`src/design/u2d_pkg.sv`:
```
// ----------------------------------------------------------------------------
// u2d_pkg
// Shared types and constants for the UTF-8 to UCS-2 stream decoder.
// ----------------------------------------------------------------------------
`default_nettype none

package u2d_pkg;

  localparam int unsigned ByteW = 8;
  localparam int unsigned UnitW = 16;
  localparam int unsigned CountW = 16;

  localparam logic [UnitW-1:0] CapacityReset = 16'd255;

  // lead byte class boundaries, overlong limit and end-of-string byte
  localparam logic [7:0] LeadTwoMin   = 8'hC2;
  localparam logic [7:0] LeadThreeMin = 8'hE0;
  localparam logic [7:0] LeadThreeE1  = 8'hE1;
  localparam logic [7:0] LeadFourMin  = 8'hF0;
  localparam logic [7:0] OverlongMin  = 8'hA0;
  localparam logic [7:0] NulByte      = 8'h00;

  // continuation bytes still expected
  localparam logic [1:0] PendNone = 2'd0;
  localparam logic [1:0] PendOne  = 2'd1;
  localparam logic [1:0] PendTwo  = 2'd2;

  typedef struct packed {
    logic [1:0]        pending;
    logic [ByteW-1:0]  lead;
    logic [5:0]        first_cont;
    logic [CountW-1:0] count;
  } state_t;

  typedef struct packed {
    logic [UnitW-1:0]  code_unit;
    logic              is_end;
    logic [CountW-1:0] unit_count;
  } result_t;

endpackage

`default_nettype wire

```
`src/design/u2d_decode.sv`:
```
// ----------------------------------------------------------------------------
// u2d_decode
// Per-byte decode step: next sequence state and the optional result.
// ----------------------------------------------------------------------------
`default_nettype none

module u2d_decode (
  input  var u2d_pkg::state_t             state_i,
  input  var logic [u2d_pkg::ByteW-1:0]   byte_i,
  input  var logic [u2d_pkg::CountW-1:0]  capacity_i,
  output u2d_pkg::state_t                 state_o,
  output logic                            res_valid_o,
  output u2d_pkg::result_t                res_o
);

  logic                     is_cont;
  logic                     handled;
  logic                     want_emit;
  logic [u2d_pkg::UnitW-1:0] unit;

  assign is_cont = (byte_i[7:6] == 2'b10);

  always_comb begin
    state_o   = state_i;
    handled   = 1'b0;
    want_emit = 1'b0;
    unit      = '0;
    res_valid_o = 1'b0;
    res_o       = '0;

    if (byte_i == u2d_pkg::NulByte) begin
      // end of string: drop any partial sequence, report the count
      state_o.pending  = u2d_pkg::PendNone;
      state_o.count    = '0;
      res_valid_o      = 1'b1;
      res_o.is_end     = 1'b1;
      res_o.unit_count = state_i.count;
    end else begin
      state_o.pending = u2d_pkg::PendNone;
      if (state_i.pending == u2d_pkg::PendOne || state_i.pending == u2d_pkg::PendTwo) begin
        if (state_i.lead < u2d_pkg::LeadThreeMin) begin
          if (is_cont) begin
            handled   = 1'b1;
            want_emit = 1'b1;
            unit      = {5'd0, state_i.lead[4:0], byte_i[5:0]};
          end
        end else if (state_i.pending == u2d_pkg::PendTwo) begin
          // E0 needs A0..BF next, otherwise the form is overlong
          if (is_cont && (state_i.lead >= u2d_pkg::LeadThreeE1 ||
                          byte_i >= u2d_pkg::OverlongMin)) begin
            handled            = 1'b1;
            state_o.first_cont = byte_i[5:0];
            state_o.pending    = u2d_pkg::PendOne;
          end
        end else begin
          if (is_cont) begin
            handled   = 1'b1;
            want_emit = 1'b1;
            unit      = {state_i.lead[3:0], state_i.first_cont, byte_i[5:0]};
          end
        end
      end

      // failed or absent sequence: treat the byte as a fresh lead
      if (!handled) begin
        if (byte_i[7] == 1'b0) begin
          want_emit = 1'b1;
          unit      = {8'd0, byte_i};
        end else if (byte_i >= u2d_pkg::LeadTwoMin && byte_i < u2d_pkg::LeadThreeMin) begin
          state_o.lead    = byte_i;
          state_o.pending = u2d_pkg::PendOne;
        end else if (byte_i >= u2d_pkg::LeadThreeMin && byte_i < u2d_pkg::LeadFourMin) begin
          state_o.lead    = byte_i;
          state_o.pending = u2d_pkg::PendTwo;
        end
      end

      // capacity reached: keep decoding, suppress the unit
      if (want_emit && (state_i.count < capacity_i)) begin
        state_o.count   = state_i.count + 16'd1;
        res_valid_o     = 1'b1;
        res_o.code_unit = unit;
      end
    end
  end

endmodule

`default_nettype wire

```
`src/design/utf8_to_ucs2_stream_decoder_top.sv`:
```
// ----------------------------------------------------------------------------
// utf8_to_ucs2_stream_decoder_top
// UTF-8 byte stream in, UCS-2 code units and end-of-string counts out.
// ----------------------------------------------------------------------------
// Path: an accepted byte is staged in the input register (byte_q), and its result, if any,
//   is then loaded into the result register (res_q), which can stall on out_ready_i.
// Throughput: one byte per cycle while the result register is free or being drained;
//   the decode step between the two registers is combinational compare and merge logic.
// Reset: clears both valid flags and the sequence state; capacity returns to 255.
`default_nettype none

module utf8_to_ucs2_stream_decoder_top (
  input  var logic                          clk_i,
  input  var logic                          rst_ni,
  input  var logic                          cfg_valid_i,
  output logic                              cfg_ready_o,
  input  var logic [u2d_pkg::CountW-1:0]    cfg_capacity_units_i,
  input  var logic                          in_valid_i,
  output logic                              in_ready_o,
  input  var logic [u2d_pkg::ByteW-1:0]     in_byte_i,
  output logic                              out_valid_o,
  input  var logic                          out_ready_i,
  output logic [u2d_pkg::UnitW-1:0]         code_unit_o,
  output logic                              is_end_o,
  output logic [u2d_pkg::CountW-1:0]        unit_count_o
);

  logic [u2d_pkg::CountW-1:0] capacity_q;
  logic                       in_valid_q;
  logic [u2d_pkg::ByteW-1:0]  byte_q;
  u2d_pkg::state_t            state_q, state_d;
  logic                       out_valid_q;
  u2d_pkg::result_t           res_q;
  logic                       res_valid;
  u2d_pkg::result_t           res_d;
  logic                       advance;
  logic                       out_load;

  assign cfg_ready_o = 1'b1;

  // the staged byte moves on whenever the result register is free or being drained
  assign advance    = in_valid_q && (!out_valid_q || out_ready_i);
  assign in_ready_o = !in_valid_q || advance;
  assign out_load   = advance && res_valid;

  u2d_decode u_decode (
    .state_i     (state_q),
    .byte_i      (byte_q),
    .capacity_i  (capacity_q),
    .state_o     (state_d),
    .res_valid_o (res_valid),
    .res_o       (res_d)
  );

  always_ff @(posedge clk_i or negedge rst_ni) begin
    if (!rst_ni) begin
      capacity_q <= u2d_pkg::CapacityReset;
    end else if (cfg_valid_i) begin
      capacity_q <= cfg_capacity_units_i;
    end
  end

  always_ff @(posedge clk_i or negedge rst_ni) begin
    if (!rst_ni) begin
      in_valid_q <= 1'b0;
    end else if (in_ready_o) begin
      in_valid_q <= in_valid_i;
    end
  end

  always_ff @(posedge clk_i) begin
    if (in_ready_o && in_valid_i) begin
      byte_q <= in_byte_i;
    end
  end

  always_ff @(posedge clk_i or negedge rst_ni) begin
    if (!rst_ni) begin
      state_q <= '0;
    end else if (advance) begin
      state_q <= state_d;
    end
  end

  always_ff @(posedge clk_i or negedge rst_ni) begin
    if (!rst_ni) begin
      out_valid_q <= 1'b0;
    end else if (advance) begin
      out_valid_q <= res_valid;
    end else if (out_ready_i) begin
      out_valid_q <= 1'b0;
    end
  end

  always_ff @(posedge clk_i) begin
    if (out_load) begin
      res_q <= res_d;
    end
  end

  assign out_valid_o  = out_valid_q;
  assign code_unit_o  = res_q.code_unit;
  assign is_end_o     = res_q.is_end;
  assign unit_count_o = res_q.unit_count;

  // an end-of-string item always restarts the count
  a_end_clears_count: assert property (@(posedge clk_i) disable iff (!rst_ni)
    out_load && res_d.is_end |=> state_q.count == '0)
    else $error("count not cleared after end of string");

  // end items carry no unit, unit items carry no count
  a_end_unit_zero: assert property (@(posedge clk_i) disable iff (!rst_ni)
    out_valid_o && is_end_o |-> code_unit_o == '0)
    else $error("end item with nonzero code unit");

  a_unit_count_zero: assert property (@(posedge clk_i) disable iff (!rst_ni)
    out_valid_o && !is_end_o |-> unit_count_o == '0)
    else $error("unit item with nonzero count");

  // a unit item moves the count up by exactly one
  a_unit_bumps_count: assert property (@(posedge clk_i) disable iff (!rst_ni)
    out_load && !res_d.is_end |=> state_q.count == $past(state_q.count) + 16'd1)
    else $error("count did not advance with a unit");

endmodule

`default_nettype wire
```
`config.mk`:
```
export PLATFORM = sky130hd
export DESIGN_NAME = utf8_to_ucs2_stream_decoder_top
export DESIGN_NICKNAME = d
export VERILOG_FILES = /design/src/design/u2d_pkg.sv /design/src/design/u2d_decode.sv /design/src/design/utf8_to_ucs2_stream_decoder_top.sv
export SDC_FILE = /design/constraint.sdc
export NUM_CORES = 1
export LEC_CHECK = 0
export BUFFER_PORTS_ARGS = -buffer_cell sky130_fd_sc_hd__buf_2
export CORE_MARGIN = 3
export CORE_UTILIZATION = 39
export DETAILED_ROUTE_END_ITERATION = 10
export PLACE_DENSITY_LB_ADDON = 0.2
export SLEW_MARGIN = 20
export SYNTH_ARGS = -nofsm -noshare
export SYNTH_HDL_FRONTEND = slang
export SYNTH_SLANG_ARGS = --single-unit
```
`constraint.sdc`:
```
create_clock -name clk_i -period 2.98 [get_ports clk_i]
set_clock_uncertainty 0.1 [all_clocks]
set_input_delay 0.596 -clock clk_i [delete_from_list [all_inputs] [get_ports clk_i]]
set_output_delay 0.596 -clock clk_i [all_outputs]
set_load 0.01 [all_outputs]
```
Yosys cells after proc, flatten, opt, wreduce, memory -nomap -nowiden
Cells that the tools add are included.
{"block": "word_totals", "word_cells": 83, "mem_bits_rw": 0, "rom_bits": 0, "latch_bits": 0, "memories": 0, "reg_bits": 91}
{"block": "op_classes", "n_addsub": 1, "shifts": 0, "mux": 35, "bitwise": 4, "n_mul": 0, "div_mod_pow": 0, "reduce_logical": 21, "n_eq_ne": 3, "n_lt_le_gt_ge": 8}
{"operator": "16-bit two-way mux", "n": 8}
{"operator": "10-bit two-way mux", "n": 4}
{"operator": "8-bit greater-or-equal comparator (second input constant)", "n": 4}
{"operator": "8-bit less-than comparator (second input constant)", "n": 3}
{"operator": "1-bit two-way mux", "n": 17}
{"operator": "17-bit two-way mux", "n": 1}
{"operator": "16-bit by 1-bit adder with 16-bit output (second input constant)", "n": 1}
{"operator": "16-bit less-than comparator", "n": 1}
{"operator": "11-bit two-way mux", "n": 1}
{"operator": "8-bit zero test", "n": 1}
{"operator": "2-bit two-way mux", "n": 4}
{"operator": "1-bit logical AND", "n": 7}
{"operator": "6-bit AND reduction", "n": 1}
{"operator": "2-bit nonzero test", "n": 3}
{"operator": "5-bit AND reduction", "n": 1}
{"operator": "2-bit equality test (second input constant)", "n": 2}
{"operator": "1-bit logical OR", "n": 4}
{"operator": "1-bit inverter", "n": 4}
{"operator": "2-bit by 1-bit equality test with 1-bit output (second input constant)", "n": 1}
{"operator": "1-bit zero test", "n": 2}
{"operator": "2-bit AND reduction", "n": 1}
{"operator": "2-bit OR reduction", "n": 1}

Longest topological paths before layout
{"block": "depth", "ltp_word": 14, "depth_mapped": 10, "mapped_depth_nobuf": 8}

By module
Synthesis repeated with hierarchy kept, for this count alone.
{"block": "hier_totals", "hier_cells": 388, "hier_area_um2": 4783.3}
{"module": "utf8_to_ucs2_stream_decoder_top", "seq_area_each_um2": 2492.4, "area_each_um2": 3290.7, "cells_per_inst": 155, "n_inst": 1}
{"module": "u2d_decode", "seq_area_each_um2": 0.0, "area_each_um2": 1492.7, "cells_per_inst": 233, "n_inst": 1}

Least setup slack after synthesis
No wires, ideal clock.
{"block": "synth_timing", "path_kind": "flip-flop to flip-flop", "startpoint": "register state_q[14] (netlist name)", "endpoint": "register res_q (netlist bit code_unit_o[0]), enable pin", "setup_ns": 0.388, "setup_slack_ns": 0.073, "arrival_time_ns": 2.419, "n_path_buf": 0, "path_stages_with_launch": 8, "path_cell_list": "dfrtp_1 -> ha_1 -> nand4_1 -> nor3_1 -> or4_4 -> a21oi_2 -> o21ai_0 -> inv_1"}
{"block": "synth_between", "elab_chain_cells": 5}
{"item": "start: declaration", "line_no": "utf8_to_ucs2_stream_decoder_top.sv:31", "text": "u2d_pkg::state_t state_q, state_d;"}
{"item": "start signal: assignment", "line_no": "utf8_to_ucs2_stream_decoder_top.sv:81", "text": "state_q <= state_d;"}
{"item": "16-bit less-than comparator", "line_no": "u2d_decode.sv:79", "text": "if (want_emit && (state_i.count < capacity_i)) begin"}
{"item": "1-bit logical AND", "line_no": "u2d_decode.sv:79"}
{"item": "1-bit two-way mux", "line_no": "u2d_decode.sv:79"}
{"item": "1-bit two-way mux", "line_no": "u2d_decode.sv:31", "text": "if (byte_i == u2d_pkg::NulByte) begin"}
{"item": "1-bit logical AND", "line_no": "utf8_to_ucs2_stream_decoder_top.sv:44", "text": "assign out_load = advance && res_valid;"}
{"item": "named net out_load", "line_no": "utf8_to_ucs2_stream_decoder_top.sv:37", "text": "logic out_load;"}
{"item": "end signal: assignment", "line_no": "utf8_to_ucs2_stream_decoder_top.sv:97", "text": "res_q <= res_d;"}
{"item": "end: declaration", "line_no": "utf8_to_ucs2_stream_decoder_top.sv:33", "text": "u2d_pkg::result_t res_q;"}
The timed path passes the listed nets, and every way through them passes these cells.
A chain may end at the register's enable or synchronous reset.

Worst setup path in the final report
{"block": "layout_timing", "startpoint": "register state_q[14] (netlist name)", "endpoint": "register res_q (netlist bit code_unit_o[15]) (data pin)"}
{"block": "layout_between", "elab_chain_cells": 4}
{"item": "16-bit less-than comparator", "line_no": "u2d_decode.sv:79"}
{"item": "1-bit logical AND", "line_no": "u2d_decode.sv:79"}
{"item": "1-bit inverter (no source line)"}
{"item": "2-bit OR reduction (no source line)"}
No other way between the ends.

==> impl_metrics.csv <==
group,metric,value,unit
outcome,status,"completed",
synthesis,synth_top_area_frac,0.285,
synthesis,synth_top_area_cell,"edfxtp_1",
critical_path,cp.arrival,2.92,ns
cts,cts_resized,0,
sta,grt_setup_unrepaired,"no",
critical_path,path_buf_inv,0,
critical_path,startpoint_type,"register",
drt,vias,3222,
critical_path,slowest_stage,"or4_4",
sta,setup_viol,0,
sta,tightest_slew,0.630,ns
power,power.density,543,nW/um^2
placed_design,gp_congestion,0.878,
sta,max_slew_margin,0.578,
placed_design,port_buffers,63,
critical_path,critPathMaxFanout,13,
drt,wl_per_cell,15.9,um
drt,drc_errors,0,
synthesis,ys_warn_count,0,
cts,cts.sinks,91,
synthesis,synth_cells,392,
critical_path,worst-endpoint-required,3.12,ns
synthesis,async_reset_ff_frac,0.549,
critical_path,path_depth,7,
cts,cts_tree,"built",
layout,drive_above_1_share,0.248,
critical_path,path_class,"reg -> reg",
die,io_pins,65,
synthesis,yosys.area_share.simple,0.170,
synthesis,synth_cell_types,52,
power,peakVddDrop,0.195,mV
drt,first_iter_violations,216,
synthesis,syn_nets,439,
die,num_rows,37,
layout,final_cells,600,
die,fp.dieW,111,um
placed_design,dp.cells,584,
power,power_leakage,2.20,nW
job,cap_violations,0,
synthesis,synth_mux_area_frac,0.0286,
cts,clk_pin_slew,0.10,ns
synthesis,ys_seq_area_frac,0.576,
cts,cts_setup_buffers,0,
grt,grt.overflow.total,0,
synthesis,syn_avg_cell_area,11.0,um^2
critical_path,end_kind,"register",
grt,grt_start_max_net_pins,32,
synthesis,synth_top_family_by_area,"simple AND/OR/NAND/NOR gates",
layout,most-common-layout-cells,"63 x buf_2, 42 x dfrtp_1, 41 x edfxtp_1",
placed_design,dp_hpwl,7020,um
synthesis,synth-xor-area-share,0,
sta,fin_crit_sh,0.933,
cts,cts_buffers,9,
sta,drv_slew,0,
layout,nets,506,
layout,antenna_cells,0,
die,die_h,111,um
die,die-area,12400,um^2
grt,grt_pass1_vias,3071,
grt,grt_pass1_wl,16300,um
critical_path,crit_family,"simple AND/OR/NAND/NOR gates",
synthesis,synth_seq_cells,91,
hold_path,hold_path_class,"in -> async",
critical_path,reg2reg_depth,7,
grt,antenna_found_initial,0,
die,initial_core_util,0.410,
drt,ant_nets,0,
critical_path,critPathMaxStageDelay,0.56,ns
layout,mostFrequentLayoutCell,"buf_2",
critical_path,crit_chain,"ha_1 > nand4_1 > nor3_1 > or4_4 > a21o_1 > nor4_2 > and2_1",
cts,clk_path_buf_depth,2,
cts,clockRootBuffer,"clkbuf_8",
cts,clock_latency,0.37,ns
sta,fmax,360,MHz
sta,finalSetupTns,0,ns
die,core,10600,um^2
sta,timing.final.crit_period,2.78,ns
sta,hold_viol_final,0,
synthesis,synth_compound_area_frac,0.127,
synthesis,synth_edf_count,41,
synthesis,syn_area,4330,um^2
cts,postCtsHoldBufs,0,
synthesis,synth_ff_type,"dfrtp_1",
drt,vias_per_cell,5.37,
drt,dr.pass1.iters,5,
cts,cts_max_level,3,
synthesis,ys_top_cells_by_area,"edfxtp_1 28%, dfrtp_1 24%, ha_1 5.2%, dfstp_2 4.9%, nand2_1 3.4%",
layout,area_growth,16.0,%
drt,routed_wl,9550,um
grt,grt.total_usage,0.162,
synthesis,synth-adder-area-share,0.0521,
[layer usage]
layer  global-route usage  share of wire
met2                0.216           0.40
met4               0.0608          0.016
met3               0.0360          0.078
met5                    0              0
met1                0.254           0.51
[report_power, final]
group          leakage, nW  total [mW]  switching [mW]  internal (mW)
logic                 1.16       0.440           0.261          0.179
registers            0.953        1.51          0.0846           1.43
clock network       0.0852       0.773           0.464          0.309
[final timing paths]
path	endpoint	start	slack, ns
max	code_unit_o[15]	state_q[14]	0.20
min	state_q[16]	rst_ni	0.12
max reg2reg	code_unit_o[15]	state_q[14]	0.20
min reg2reg	state_q[28]	state_q[28]	0.38
max in group asynchronous	state_q[4]	rst_ni	2.11
min in group clk_i	byte_q[0]	in_byte_i[0]	0.31
[synth_stat cells (2+ instances only)]
| cell type | number |
|---|---|
| mux2_2 | 11 |
| buf_2 | 3 |
| nand4_1 | 4 |
| o41ai_1 | 2 |
| nor2_1 | 27 |
| a211oi_1 | 5 |
| nand3_1 | 7 |
| nand2_1 | 39 |
| nand2b_1 | 5 |
| nor3_1 | 4 |
| nor3b_1 | 5 |
| o211a_1 | 2 |
| ha_1 | 18 |
| a31oi_1 | 6 |
| or4_1 | 2 |
| a211o_1 | 3 |
| o211ai_1 | 5 |
| a32oi_1 | 2 |
| nor4_2 | 2 |
| dfrtp_1 | 42 |
| a2111oi_0 | 2 |
| o21ai_0 | 25 |
| and3_1 | 20 |
| buf_4 | 2 |
| a21o_1 | 2 |
| and4_1 | 3 |
| and2_1 | 12 |
| a21oi_1 | 15 |
| clkbuf_1 | 14 |
| o31ai_1 | 2 |
| nor4_1 | 7 |
| dfstp_2 | 8 |
| edfxtp_1 | 41 |
| inv_1 | 27 |
[through the flow]
step | util | power (mW) | hold slack, ns | setup slack, ns | instance area, um^2
3_3_place_gp | 0.459 | 1.97 | 0.355 | 0.213 | 4840
2_1_floorplan | - | 1.81 | 0.200 | 0.0732 | 4330
4_1_cts | 0.475 | 2.75 | 0.141 | 0.168 | 5020
3_5_place_dp | 0.459 | 1.98 | 0.360 | 0.193 | 4840
6_report | 0.475 | 2.72 | 0.123 | 0.200 | 5020
5_1_grt | 0.475 | 2.87 | 0.165 | 0.0130 | 5020
[cells by family (layout without fill, tap and decap cells)]
family / after synthesis / in the layout
other: 1 / 1
AOI/OAI and AO/OA: 84 / 84
adders and majority gates: 18 / 18
and+or+nand+nor: 140 / 140
DFF: 91 / 91
muxes: 11 / 11
buffers and inverters: 47 / 119
[cell type report]
type / instances / area, um^2
fillers: 1001 / 5540
flip-flops and latches: 91 / 2490
multi-input cells: 254 / 1640
repair buffers: 76 / 438
well taps: 136 / 170
clock buffers: 9 / 124
inverters: 27 / 101
clock inverters: 7 / 52.6
[state kept, by name, summed over array words and instances (netlist names)]
register and cells:
byte_q 8, capacity_q 16, code_unit_o 16, in_valid_q 1
is_end_o 1, out_valid_o 1, state_q 32, unit_count_o 16
Note: power is estimated with default switching activity, not from simulation.
